File: config.mk
export PLATFORM = sky130hd
export DESIGN_NAME = silal_merge
export DESIGN_NICKNAME = d
export VERILOG_FILES = /design/src/design/assert_macros.svh /design/src/design/silal_pkg.sv /design/src/design/silal_merge.sv
export SDC_FILE = /design/constraint.sdc
export NUM_CORES = 1
export LEC_CHECK = 0
export BUFFER_PORTS_ARGS = -buffer_cell sky130_fd_sc_hd__buf_4
export CAP_MARGIN = 0
export CORE_AREA = 2 2 109 111
export DETAILED_ROUTE_END_ITERATION = 7
export DIE_AREA = 0 0 111 113
export MAX_ROUTING_LAYER = met4
export PLACE_DENSITY = 0.79
export SYNTH_ARGS = -nofsm -noshare
export SYNTH_HDL_FRONTEND = slang
export SYNTH_SLANG_ARGS = --single-unit
File: constraint.sdc
create_clock -name i_clk -period 2.13 [get_ports i_clk]
set_clock_uncertainty 0.15 [all_clocks]
set_input_delay 0 -clock i_clk [delete_from_list [all_inputs] [get_ports i_clk]]
set_output_delay 0 -clock i_clk [all_outputs]
set_load 0.005 [all_outputs]
File: src/design/assert_macros.svh
// ---------------------------------------------------------------------------
// Assertion macros
// Shared concurrent assertion wrappers for the design.
// ---------------------------------------------------------------------------
`ifndef ASSERT_MACROS_SVH
`define ASSERT_MACROS_SVH

// clocked check, off while reset is asserted (active low)
`define ASSERT_CLK(lbl, clk, rst_n, prop, msg) \
    lbl: assert property (@(posedge clk) disable iff (!rst_n) prop) else $error(msg);

// clocked check, evaluated in every cycle
`define ASSERT_ALWAYS(lbl, clk, prop, msg) \
    lbl: assert property (@(posedge clk) prop) else $error(msg);

`endif

File: src/design/silal_pkg.sv
// ---------------------------------------------------------------------------
// silal_pkg
// Types, command codes and lane helper function of the packed integer ALU.
// ---------------------------------------------------------------------------
`default_nettype none

package silal_pkg;

    localparam int HALF_W = 64;

    typedef enum logic [3:0] {
        CMD_AND      = 4'd0,
        CMD_OR       = 4'd1,
        CMD_XOR      = 4'd2,
        CMD_NOT      = 4'd3,
        CMD_ADD      = 4'd4,
        CMD_SUB      = 4'd5,
        CMD_MUL      = 4'd6,
        CMD_EQ       = 4'd7,
        CMD_SLT      = 4'd8,
        CMD_SLE      = 4'd9,
        CMD_ULT      = 4'd10,
        CMD_ULE      = 4'd11,
        CMD_SELECT   = 4'd12,
        CMD_SIGNMASK = 4'd13
    } t_cmd;

    typedef enum logic [1:0] {
        SIZE_8  = 2'd0,
        SIZE_16 = 2'd1,
        SIZE_32 = 2'd2,
        SIZE_64 = 2'd3
    } t_lane_size;

    typedef struct packed {
        t_cmd       cmd;
        t_lane_size size;
    } t_ctl;

    typedef struct packed {
        logic [HALF_W-1:0] val;
        logic              canon;
        logic [7:0]        signs;
    } t_lane_out;

    typedef struct packed {
        logic [HALF_W-1:0] rl;
        logic [HALF_W-1:0] rh;
        logic              fault;
    } t_result;

    // add, subtract and compares on one lane held zero-extended in 64 bits
    function automatic logic [HALF_W-1:0] silal_alu(
        input t_cmd              cmd,
        input logic [HALF_W-1:0] p,
        input logic [HALF_W-1:0] q,
        input logic [HALF_W-1:0] m,
        input logic [HALF_W-1:0] sb
    );
        logic [HALF_W-1:0] r;
        r = '0;
        unique case (cmd)
            CMD_ADD: r = (p + q) & m;
            CMD_SUB: r = (p - q) & m;
            CMD_EQ:  r = (p == q) ? m : '0;
            CMD_SLT: r = ((p ^ sb) <  (q ^ sb)) ? m : '0;
            CMD_SLE: r = ((p ^ sb) <= (q ^ sb)) ? m : '0;
            CMD_ULT: r = (p <  q) ? m : '0;
            CMD_ULE: r = (p <= q) ? m : '0;
            default: r = '0;
        endcase
        return r;
    endfunction

endpackage

`default_nettype wire

File: src/design/silal_merge.sv
// ---------------------------------------------------------------------------
// silal_merge
// Combine both halves: select mask fault, sign mask assembly, result register.
// ---------------------------------------------------------------------------
`default_nettype none

module silal_merge (
    input  wire logic                  i_clk,
    input  wire logic                  i_en,
    input  wire silal_pkg::t_ctl       i_ctl,
    input  wire silal_pkg::t_lane_out  i_lo,
    input  wire silal_pkg::t_lane_out  i_hi,
    output silal_pkg::t_result         o_result
);
    import silal_pkg::*;

    t_result     n_result;
    t_result     r_result;
    logic [63:0] smask;

    always_comb begin
        unique case (i_ctl.size)
            SIZE_8:  smask = {48'd0, i_hi.signs, i_lo.signs};
            SIZE_16: smask = {56'd0, i_hi.signs[3:0], i_lo.signs[3:0]};
            SIZE_32: smask = {60'd0, i_hi.signs[1:0], i_lo.signs[1:0]};
            SIZE_64: smask = {62'd0, i_hi.signs[0], i_lo.signs[0]};
            default: smask = '0;
        endcase
    end

    always_comb begin
        n_result.rl    = i_lo.val;
        n_result.rh    = i_hi.val;
        n_result.fault = 1'b0;
        unique case (i_ctl.cmd)
            CMD_SELECT: begin
                if (!(i_lo.canon && i_hi.canon)) begin
                    n_result.rl    = '0;
                    n_result.rh    = '0;
                    n_result.fault = 1'b1;
                end
            end
            CMD_SIGNMASK: begin
                n_result.rl = smask;
                n_result.rh = '0;
            end
            default: begin
                n_result.fault = 1'b0;
            end
        endcase
    end

    always_ff @(posedge i_clk) begin
        if (i_en) begin
            r_result <= n_result;
        end
    end

    assign o_result = r_result;

endmodule

`default_nettype wire

# After elaboration in Yosys (flattened, before gate mapping)
# Index checks and enable logic that the tools add are counted.
[word_totals]
output_inout_bits = 129
inputBits = 154
register_bits = 129
[classes]
muxes = 3
reduce_logical = 2
n_eq_ne = 5
[op_table]
columns = ["op", "count"]
rows = [
  ["case mux 128 bit (2 select lines)", 1],
  ["case mux 64 bit (4 select lines)", 1],
  ["2-to-1 mux 129 bit", 1],
  ["equality test 4 bit (second input constant)", 2],
  ["equality test 2 bit (second input constant)", 2],
  ["equality test 2 x 1 -> 1 bit (second input constant)", 1],
  ["logical NOT 2 bit", 1],
  ["logical AND 1 bit", 1],
]

# Logic depth before layout (Yosys ltp)
# Gate-level depths: netlist of the first run.
[depth]
ltp_word = 3
ltp_mapped = 5
depth_no_buf = 3

# Worst setup path before layout of the first run
# OpenSTA, ideal clock, no wires.
[synth_timing]
path_kind = "in2reg"
startpoint = "input i_ctl[4] (netlist bit)"
endpoint = "register r_result, in the netlist o_result[78], data pin"
path_stages = 5
arrival_time_ps = 880
n_path_buf = 2
path_slack_ps = 844
path_cell_list = "nand2_2 > a311o_1 > buf_2 > buf_6 > a22o_1"
[synth_rtl]
columns = ["item", "line_no", "source"]
rows = [
  ["start, declared", "silal_merge.sv:10", "input wire silal_pkg::t_ctl i_ctl,"],
  ["end signal, assigned", "silal_merge.sv:55", "r_result <= n_result;"],
  ["end, declared", "silal_merge.sv:18", "t_result r_result;"],
]

==> results of run 1 <==
[cell usage in the layout, fill, tap and decap left out, drive strengths merged]
cell	n
clkinvlp	2
buf	285
or3	1
a21oi	2
clkbuf	21
dlygate4sd3	146
nand2b	1
a2111oi	1
a22o	9
nor4	1
nor2b	3
and2	112
nand4b	1
a311o	1
o2bb2ai	7
clkinv	8
edfxtp	129
bufinv	1
mux2i	5
nand2	2
inv	2
[power groups by stage]
stage                     Clock (mW)  Combinational (mW)  Sequential [mW]
after global placement             0               0.778             3.15
after detailed placement           0               0.797             3.16
after global routing            2.75                1.11             3.14
after CTS                       2.65                1.02             3.12
final                           2.61                1.05             3.12
after floorplan                    0               0.142             3.19
[stage by stage]
| stage | std cells | hold slack, ns |
|---|---|---|
| 2_1_floorplan | 292 | -0.0375 |
| 3_5_place_dp | 705 | 0.131 |
| 3_3_place_gp | 705 | 0.127 |
| 5_1_grt | 883 | 0.0245 |
| 6_report | 883 | 0.0202 |
| 4_1_cts | 883 | 0.00112 |
[repair_timing]
item / CTS / global route
resized for setup: 0 / 8
hold buffers: 146 / 0
hold endpoints to repair: 129 / 0
endpoints found under the setup margin: 0 / 13
[final cells by class]
| cell class | count | area share |
|---|---|---|
| Tap cell | 143 | 0.0194 |
| Multi-Input combinational cell | 146 | 0.108 |
| Inverter | 2 | 0.000814 |
| Clock buffer | 21 | 0.0478 |
| Sequential cell | 129 | 0.420 |
| Clock inverter | 11 | 0.00990 |
| Timing Repair Buffer | 431 | 0.395 |
[layer usage]
| layer | vias to the layer above | wire length, um | track usage |
|---|---|---|---|
| met5 | - | 0 | - |
| met4 | 0 | 522 | 0.125 |
| met3 | 50 | 1280 | 0.0750 |
| met2 | 241 | 8390 | 0.454 |
| met1 | 1961 | 5420 | 0.249 |
| li1 | 1932 | - | - |
[logic make-up (layout without fill, tap and decap cells)]
| family | count (synthesis) | in the layout | synth area share |
|---|---|---|---|
| buffers and inverters | 17 | 465 | 0.0152 |
| AND/OR/NAND/NOR | 121 | 121 | 0.156 |
| multiplexers | 5 | 5 | 0.0101 |
| flip-flops | 129 | 129 | 0.784 |
| AO/OA/AOI/OAI | 20 | 20 | 0.0342 |
[worst paths after layout]
kind                      endpoint  slack [ns]     start
worst max-delay path  o_result[78]        0.03  i_ctl[3]
worst min-delay path  o_result[74]        0.02  i_ctl[1]
[critical path, stage by stage]
cell and delay (ns):
dlygate4sd3_1 0.54, buf_4 0.15, a311o_2 0.37, buf_12 0.20, a22o_1 0.24, dlygate4sd3_1 0.58
==> qor.yml, run 1 <==
floorplanning:
  die_h_um: 113
  die-area_um2: 12500
  ioPinCount: 283
  die_w_um: 111
  initial_core_util: 0.438
  rows: 39
  fp.coreArea_um2: 11300
hold_path:
  holdPathStages: 3
  hp-class: "in2reg"
detailed_routing:
  vias: 4184
  drt-total-wl_um: 15600
  wl_per_cell_um: 17.7
  drt_first_pass_iters: 4
  antenna_left: 0
  remaining_drc_errors: 0
  first_iter_violations: 168
  viasPerCell: 4.74
grt:
  grt_pass1_wl_um: 23100
  antenna_found_initial: 0
  grt_pass1_vias: 4515
  grt_overflow: 0
  grt_max_degree: 130
  track_usage: 0.252
synthesis:
  synth_top_area_share: 0.784
  yosys-top-cells-count: "129 x edfxtp_1, 112 x and2_1, 11 x clkbuf_1, 9 x a22o_1, 7 x o2bb2ai_1"
  ys_seq_area_frac: 0.784
  yosysMostFrequentCell: "edfxtp_1"
  synth.distinct_cells: 20
  synth_fp_nets: 446
  yosysWarningCount: 0
  syn_inst: 292
  synth_edf_count: 129
  synth_flop_cell: "edfxtp_1"
  syn_area_um2: 4940
  async_flop_share: 0
  netlist_top_cells_area: "edfxtp_1 78%, and2_1 14%, a22o_1 1.6%, o2bb2ai_1 1.2%, mux2i_1 1.0%"
  ys_ff_latch: 129
  postSynthAreaPerCell_um2: 16.9
  synth_top_area_cell: "edfxtp_1"
final_layout:
  fin_nets: 881
  largest_reg_flops: 129
  syn_to_final_growth_pct: 86.7
  post-route-cell-area_um2: 9220
  fillers: 554
  n_antenna_cell: 0
  drive_gt1_frac: 0.427
  fin_util: 0.818
  final-seq-area_um2: 3870
  multi_input_area_um2: 992
power:
  clock_power_share: 0.385
  swShare: 0.214
  p_seq_frac: 0.460
  p_comb_frac: 0.155
  switchingPower_mw: 1.45
  finalPower_mw: 6.78
  p_leak_nw: 3.90
  intPower_mw: 5.33
  p_per_area_nw_per_um2: 736
  vdd_drop_max_v: 0.000465
clock_network:
  cts_tree: "built"
  clkTransAtPathRegs_ns: 0.06
  cts.sinks: 129
  root_buffer: "clkbuf_16"
  clockBufferDepth: 2
  cts_setup_buffers: 0
  htreeDepth: 4
  cts_inserted_buffers: 17
placed_design:
  place_congestion: 0.768
  portBuffers: 282
  place_ws_ns: 0.563
  placed_area_um2: 7200
  dpl.hpwl_um: 8820
worst_setup_path:
  cp.required_ns: 2.13
  cp_max_fo: 62
  critPathLaunchType: "input pin"
  endpoint_kind: "flip-flop"
  worstSetupPathType: "in2reg"
  crit_arrival_ns: 2.09
flow_run:
  max-cap-violations: 0
timing:
  min_period_ns: 2.10
  slew_headroom: 0.518
  fin_crit_sh: 0.984
  rsz0062_at_grt: "no"
  setup_viol: 0
  drv_slew: 0
  worst_pin_slew_ns: 0.723
  finalHoldViolations: 0
  fin_tns_setup_ns: 0
  fmax_mhz: 477
  setup_ws_ns: 0.0333
outcome:
  status: "complete, no violations"
Note: power is estimated with default switching activity, not from simulation.
==> run 2, diff against run 1 <==
--- a/config.mk
+++ b/config.mk
@@ -10,7 +10,6 @@
 export CORE_AREA = 2 2 109 111
 export DETAILED_ROUTE_END_ITERATION = 7
 export DIE_AREA = 0 0 111 113
-export MAX_ROUTING_LAYER = met4
 export PLACE_DENSITY = 0.79
 export SYNTH_ARGS = -nofsm -noshare
 export SYNTH_HDL_FRONTEND = slang
==> constraint.sdc (replaced) <==
create_clock -name i_clk -period 2.4 [get_ports i_clk]
set_clock_uncertainty 0.15 [all_clocks]
set_input_delay 0 -clock i_clk [delete_from_list [all_inputs] [get_ports i_clk]]
set_output_delay 0 -clock i_clk [all_outputs]
set_load 0.005 [all_outputs]
==> qor.yml, run 2 (synthesis gave the netlist of run 1 again) <==
outcome:
  status: "complete, no violations"
hold_path:
  holdPathStages: 3  # unchanged
  min_from: "i_lo[41]"
  hp-class: "in2reg"
  min_to: "o_result[97]"
worst_setup_path:
  critPathLaunchType: "input pin"
  endpoint_kind: "flip-flop"
  worstSetupPathType: "in2reg"
  cp_max_fo: 34  # -45%
  cp_cell_sequence: "dlygate4sd3_1 > buf_4 > a311o_2 > buf_4 > a22o_1 > dlygate4sd3_1"
  crit_buf_inv: 4  # unchanged
  cp.required_ns: 2.40  # +0.27 ns
  critPathTopFamily: "buffers and inverters"
  crit_arrival_ns: 2.34  # +0.25 ns
  slowest_delay_ns: 0.56  # -0.02 ns
  startpoint: "i_ctl[3]"
  slowest_stage: "dlygate4sd3_1"
clock_network:
  cts_setup_buffers: 0  # unchanged
  htreeDepth: 4  # unchanged
  root_buffer: "clkbuf_16"
  cts.sinks: 129  # unchanged
  clkTransAtPathRegs_ns: 0.06  # about the same
  cts_inserted_buffers: 17  # unchanged
  cts_tree: "built"
  cts_resized: 0  # unchanged
  clockBufferDepth: 2  # unchanged
grt:
  antenna_found_initial: 1  # +1
  grt_max_degree: 73  # -44%
  grt_overflow: 0  # unchanged
  grt_pass1_wl_um: 23600  # +2.3%
  grt_pass1_vias: 4534  # +0.42%
  track_usage: 0.249  # -0.00329
detailed_routing:
  remaining_drc_errors: 0  # unchanged
  drt_first_pass_iters: 4  # unchanged
  viasPerCell: 4.80  # +1.3%
  antenna_left: 0  # unchanged
  vias: 4258  # +1.8%
  drt-total-wl_um: 16100  # +3.3%
  first_iter_violations: 166  # -1.2%
  wl_per_cell_um: 18.2  # +2.9%
power:
  p_seq_frac: 0.433  # -0.027
  p_leak_nw: 3.93  # +0.89%
  intPower_mw: 5.06  # -5.2%
  vdd_drop_max_v: 0.000490  # +5.5%
  switchingPower_mw: 1.34  # -7.6%
  p_comb_frac: 0.147  # -0.008
  swShare: 0.210  # -0.00421
  p_per_area_nw_per_um2: 686  # -6.7%
  clock_power_share: 0.420  # +0.035
timing:
  drv_slew: 0  # unchanged
  fin_tns_setup_ns: 0  # unchanged
  slew_headroom: 0.621  # +0.103
  min_period_ns: 2.35
  finalHoldViolations: 0  # unchanged
  fmax_mhz: 426
  rsz0062_at_grt: "no"
  setup_viol: 0  # unchanged
  fin_crit_sh: 0.978
  worst_pin_slew_ns: 0.568  # -0.155 ns
floorplanning:
  die_h_um: 113  # unchanged
  initial_core_util: 0.438  # unchanged
  fp.coreArea_um2: 11300  # unchanged
  ioPinCount: 283  # unchanged
  rows: 39  # unchanged
  die_w_um: 111  # unchanged
  die-area_um2: 12500  # unchanged
placed_design:
  dpl.hpwl_um: 8970  # +1.7%
  place_congestion: 0.767  # about the same
  placed_area_um2: 7220  # +0.28%
  portBuffers: 282  # unchanged
flow_run:
  max-cap-violations: 0  # unchanged
final_layout:
  layout_common_cells: "284 x buf_4, 147 x dlygate4sd3_1, 129 x edfxtp_1, 112 x and2_1, 17 x clkbuf_16"
  drive_gt1_frac: 0.429  # +0.00231
  fin_nets: 884  # +0.34%
  post-route-cell-area_um2: 9330  # +1.1%
  final_common_cell: "buf_4"
  largest_reg_flops: 129  # unchanged
  syn_to_final_growth_pct: 88.8
run 2: cell count changes in the layout (fill, tap and decap cells not counted):
cell           previous run  this run
clkinvlp_4                2         4
diode_2                   0         1
buf_12                    3         2
clkinv_1                  1         2
clkinv_2                  5         1
dlygate4sd3_1           146       147
clkbuf_1                  4         1
inv_6                     0         1
a311o_1                   0         1
bufinv_16                 1         4
buf_4                   282       284
run 2: final cells by class:
type / count / area [um^2]
multi-input cells: 147 / 1000
diodes: 1 / 2.50
clock buffers: 18 / 429
well taps: 143 / 179
fillers: 549 / 1950
repair buffers: 433 / 3640
inverters: 2 / 7.51
clock inverters: 14 / 189
flip-flops and latches: 129 / 3870
run 2: per-stage QoR:
stage / std cells / setup WS (ns) / hold WS [ns] / utilization / power, mW
2_1_floorplan: 292 / 1.11 / -0.0375 / - / 2.95
4_1_cts: 885 / 0.0534 / 0.239 / 0.826 / 6.39
5_1_grt: 887 / 0.00309 / 0.267 / 0.827 / 6.62
3_3_place_gp: 706 / 0.679 / 0.127 / 0.641 / 3.49
3_5_place_dp: 706 / 0.626 / 0.132 / 0.641 / 3.52
6_report: 887 / 0.0519 / 0.266 / 0.827 / 6.40
run 2: worst max path at each step:
stage,endpoint,slack [ns],depth (start not counted)
after global placement,o_result[79],0.68,5
after floorplan,o_result[78],1.11,5
after global routing,o_result[80],0.003,6
after CTS,o_result[73],0.05,6
after detailed placement,o_result[73],0.63,5
final,o_result[73],0.05,6
run 2: repair_timing:
item	CTS	global route
endpoints found under the setup margin	0	5
hold buffers	147	0
endpoints found under the hold margin	142	0
run 2: layer usage:
metal / global-route usage / routed length, um / up-vias
met1: 0.250 / 5560 / 2013
met5: 0 / 0 / -
met3: 0.0734 / 1380 / 54
li1: - / - / 1937
met4: 0.135 / 658 / 0
met2: 0.464 / 8540 / 254
run 2: power groups by stage:
stage,Clock [mW],Sequential (mW),Combinational [mW]
global route,2.84,2.79,0.998
finish,2.68,2.77,0.944
detailed placement,0,2.81,0.713
floorplan,0,2.83,0.126
global placement,0,2.80,0.694
CTS,2.71,2.76,0.914
==> run 3, diff against run 2 <==
--- a/config.mk
+++ b/config.mk
@@ -10,7 +10,9 @@
 export CORE_AREA = 2 2 109 111
 export DETAILED_ROUTE_END_ITERATION = 7
 export DIE_AREA = 0 0 111 113
+export GPL_TIMING_DRIVEN = 0
 export PLACE_DENSITY = 0.79
+export SLEW_MARGIN = 10
 export SYNTH_ARGS = -nofsm -noshare
 export SYNTH_HDL_FRONTEND = slang
 export SYNTH_SLANG_ARGS = --single-unit
==> constraint.sdc (replaced) <==
create_clock -name i_clk -period 2.79 [get_ports i_clk]
set_clock_uncertainty 0.15 [all_clocks]
set_input_delay 0 -clock i_clk [delete_from_list [all_inputs] [get_ports i_clk]]
set_output_delay 0 -clock i_clk [all_outputs]
set_load 0.005 [all_outputs]
==> qor.yml, run 3 (synthesis gave the netlist of run 1 again) <==
worst_setup_path:
  cp.required_ns: 2.80  # +0.40 ns
  endpoint_kind: "flip-flop"
  worstSetupPathType: "in2reg"
  critPathLaunchType: "input pin"
  crit_arrival_ns: 2.26  # -0.08 ns
  cp_max_fo: 10  # -71%
timing:
  slew_headroom: 0.604  # -0.0176
  fin_tns_setup_ns: 0  # unchanged
  rsz0062_at_grt: "no"
  setup_viol: 0  # unchanged
  hold-worst-slack_ns: 0.249  # -0.0169 ns
  fin_crit_sh: 0.809
  worst_pin_slew_ns: 0.594  # +0.0265 ns
  fmax_mhz: 443
  finalHoldViolations: 0  # unchanged
  min_period_ns: 2.26
  drv_slew: 0  # unchanged
outcome:
  status: "complete, no violations"
grt:
  antenna_found_initial: 2  # +1
  grt_pass1_wl_um: 24900  # +5.4%
  track_usage: 0.267  # +0.0183
  grt_max_degree: 68  # -6.8%
  grt_pass1_vias: 4647  # +2.5%
  grt_overflow: 0  # unchanged
power:
  vdd_drop_max_v: 0.000405  # -17%
  p_comb_frac: 0.152  # +0.005
  p_seq_frac: 0.444  # +0.011
  p_per_area_nw_per_um2: 577  # -16%
  clock_power_share: 0.404  # -0.016
  intPower_mw: 4.25  # -16%
  swShare: 0.210  # +0.000267
  p_leak_nw: 3.93  # -0.17%
  switchingPower_mw: 1.13  # -16%
floorplanning:
  die_h_um: 113  # unchanged
  die-area_um2: 12500  # unchanged
  rows: 39  # unchanged
  ioPinCount: 283  # unchanged
  die_w_um: 111  # unchanged
  initial_core_util: 0.438  # unchanged
  fp.coreArea_um2: 11300  # unchanged
clock_network:
  cts_resized: 0  # unchanged
  cts_inserted_buffers: 17  # unchanged
  clkTransAtPathRegs_ns: 0.06  # about the same
  cts_setup_buffers: 0  # unchanged
  clockBufferDepth: 2  # unchanged
  htreeDepth: 4  # unchanged
  cts-hold-fix-buffers: 147  # unchanged
  cts_tree: "built"
  cts.sinks: 129  # unchanged
  root_buffer: "clkbuf_16"
flow_run:
  max-cap-violations: 0  # unchanged
final_layout:
  fin_nets: 894  # +1.1%
  final_common_cell: "buf_4"
  largest_reg_flops: 129  # unchanged
  drive_gt1_frac: 0.421  # -0.00857
  fillers: 519  # -5.5%
  syn_to_final_growth_pct: 88.5
  layout_common_cells: "280 x buf_4, 147 x dlygate4sd3_1, 129 x edfxtp_1, 112 x and2_1, 17 x clkbuf_16"
detailed_routing:
  antenna_left: 0  # unchanged
  viasPerCell: 4.79  # -0.26%
  vias: 4290  # +0.75%
  drt_first_pass_iters: 5  # +1
  drt-total-wl_um: 16700  # +3.3%
  first_iter_violations: 286  # +72%
  remaining_drc_errors: 0  # unchanged
  wl_per_cell_um: 18.6  # +2.3%
placed_design:
  portBuffers: 281  # -0.35%
  place_congestion: 0.821  # +7.0%
  dpl.hpwl_um: 9210  # +2.8%
hold_path:
  hp-class: "in2reg"
## run 3: cell types whose count changed in the layout (fill, tap and decap cells not counted), moves of 2 or more
| cell | previous run | this run |
|---|---|---|
| buf_12 | 2 | 0 |
| buf_2 | 0 | 3 |
| buf_4 | 284 | 280 |
| buf_6 | 0 | 2 |
| clkbuf_1 | 1 | 13 |
| clkinv_2 | 1 | 3 |
| clkinvlp_4 | 4 | 2 |
## run 3: layout make-up
| cell class | instances | area [um^2] | area share |
|---|---|---|---|
| multi-input combinational | 146 | 991 | 0.106 |
| inverter | 2 | 7.51 | 0.000806 |
| tap | 143 | 179 | 0.0192 |
| clock inverter | 11 | 141 | 0.0152 |
| antenna | 2 | 5.00 | 0.000538 |
| sequential | 129 | 3870 | 0.416 |
| timing repair buffer | 429 | 3610 | 0.388 |
| clock buffer | 19 | 433 | 0.0465 |
| buffer | 15 | 67.6 | 0.00726 |
## run 3: path summary, 6_finish.rpt
path	from	to	slack, ns	cells past startpoint
setup / recovery	i_ctl[3]	o_result[78]	0.53	7
hold / removal	i_hi[36]	o_result[28]	0.25	3
## run 3: per-stage QoR
stage                util  worst slack, ns  std cells  total power [mW]  instance area, um^2
CTS                 0.826            0.678        894              5.37                 9310
global route        0.826            0.511        896              5.55                 9310
detailed placement  0.644             1.19        717              3.03                 7260
floorplan               -             1.50        292              2.54                 4940
global placement    0.641             1.07        716              3.01                 7230
finish              0.826            0.534        896              5.38                 9310
## run 3: layer usage
layer,track usage,routed length [um],share of wire
met4,0.136,631,0.038
met3,0.0927,1520,0.091
met1,0.270,5600,0.34
met5,0,0,0
met2,0.491,8920,0.53
## run 3: critical path: stages
cell and delay, ns:
dlygate4sd3_1 0.53, buf_4 0.15, a311o_1 0.34, buf_2 0.26
buf_6 0.18, a22o_1 0.22, dlygate4sd3_1 0.57
## run 3: power by group through the flow
stage               Combinational (mW)  Sequential (mW)  Clock (mW)
floorplan                        0.109             2.43           0
CTS                              0.791             2.38        2.21
detailed placement               0.617             2.41           0
global placement                 0.598             2.41           0
global route                     0.865             2.40        2.29
finish                           0.819             2.39        2.17
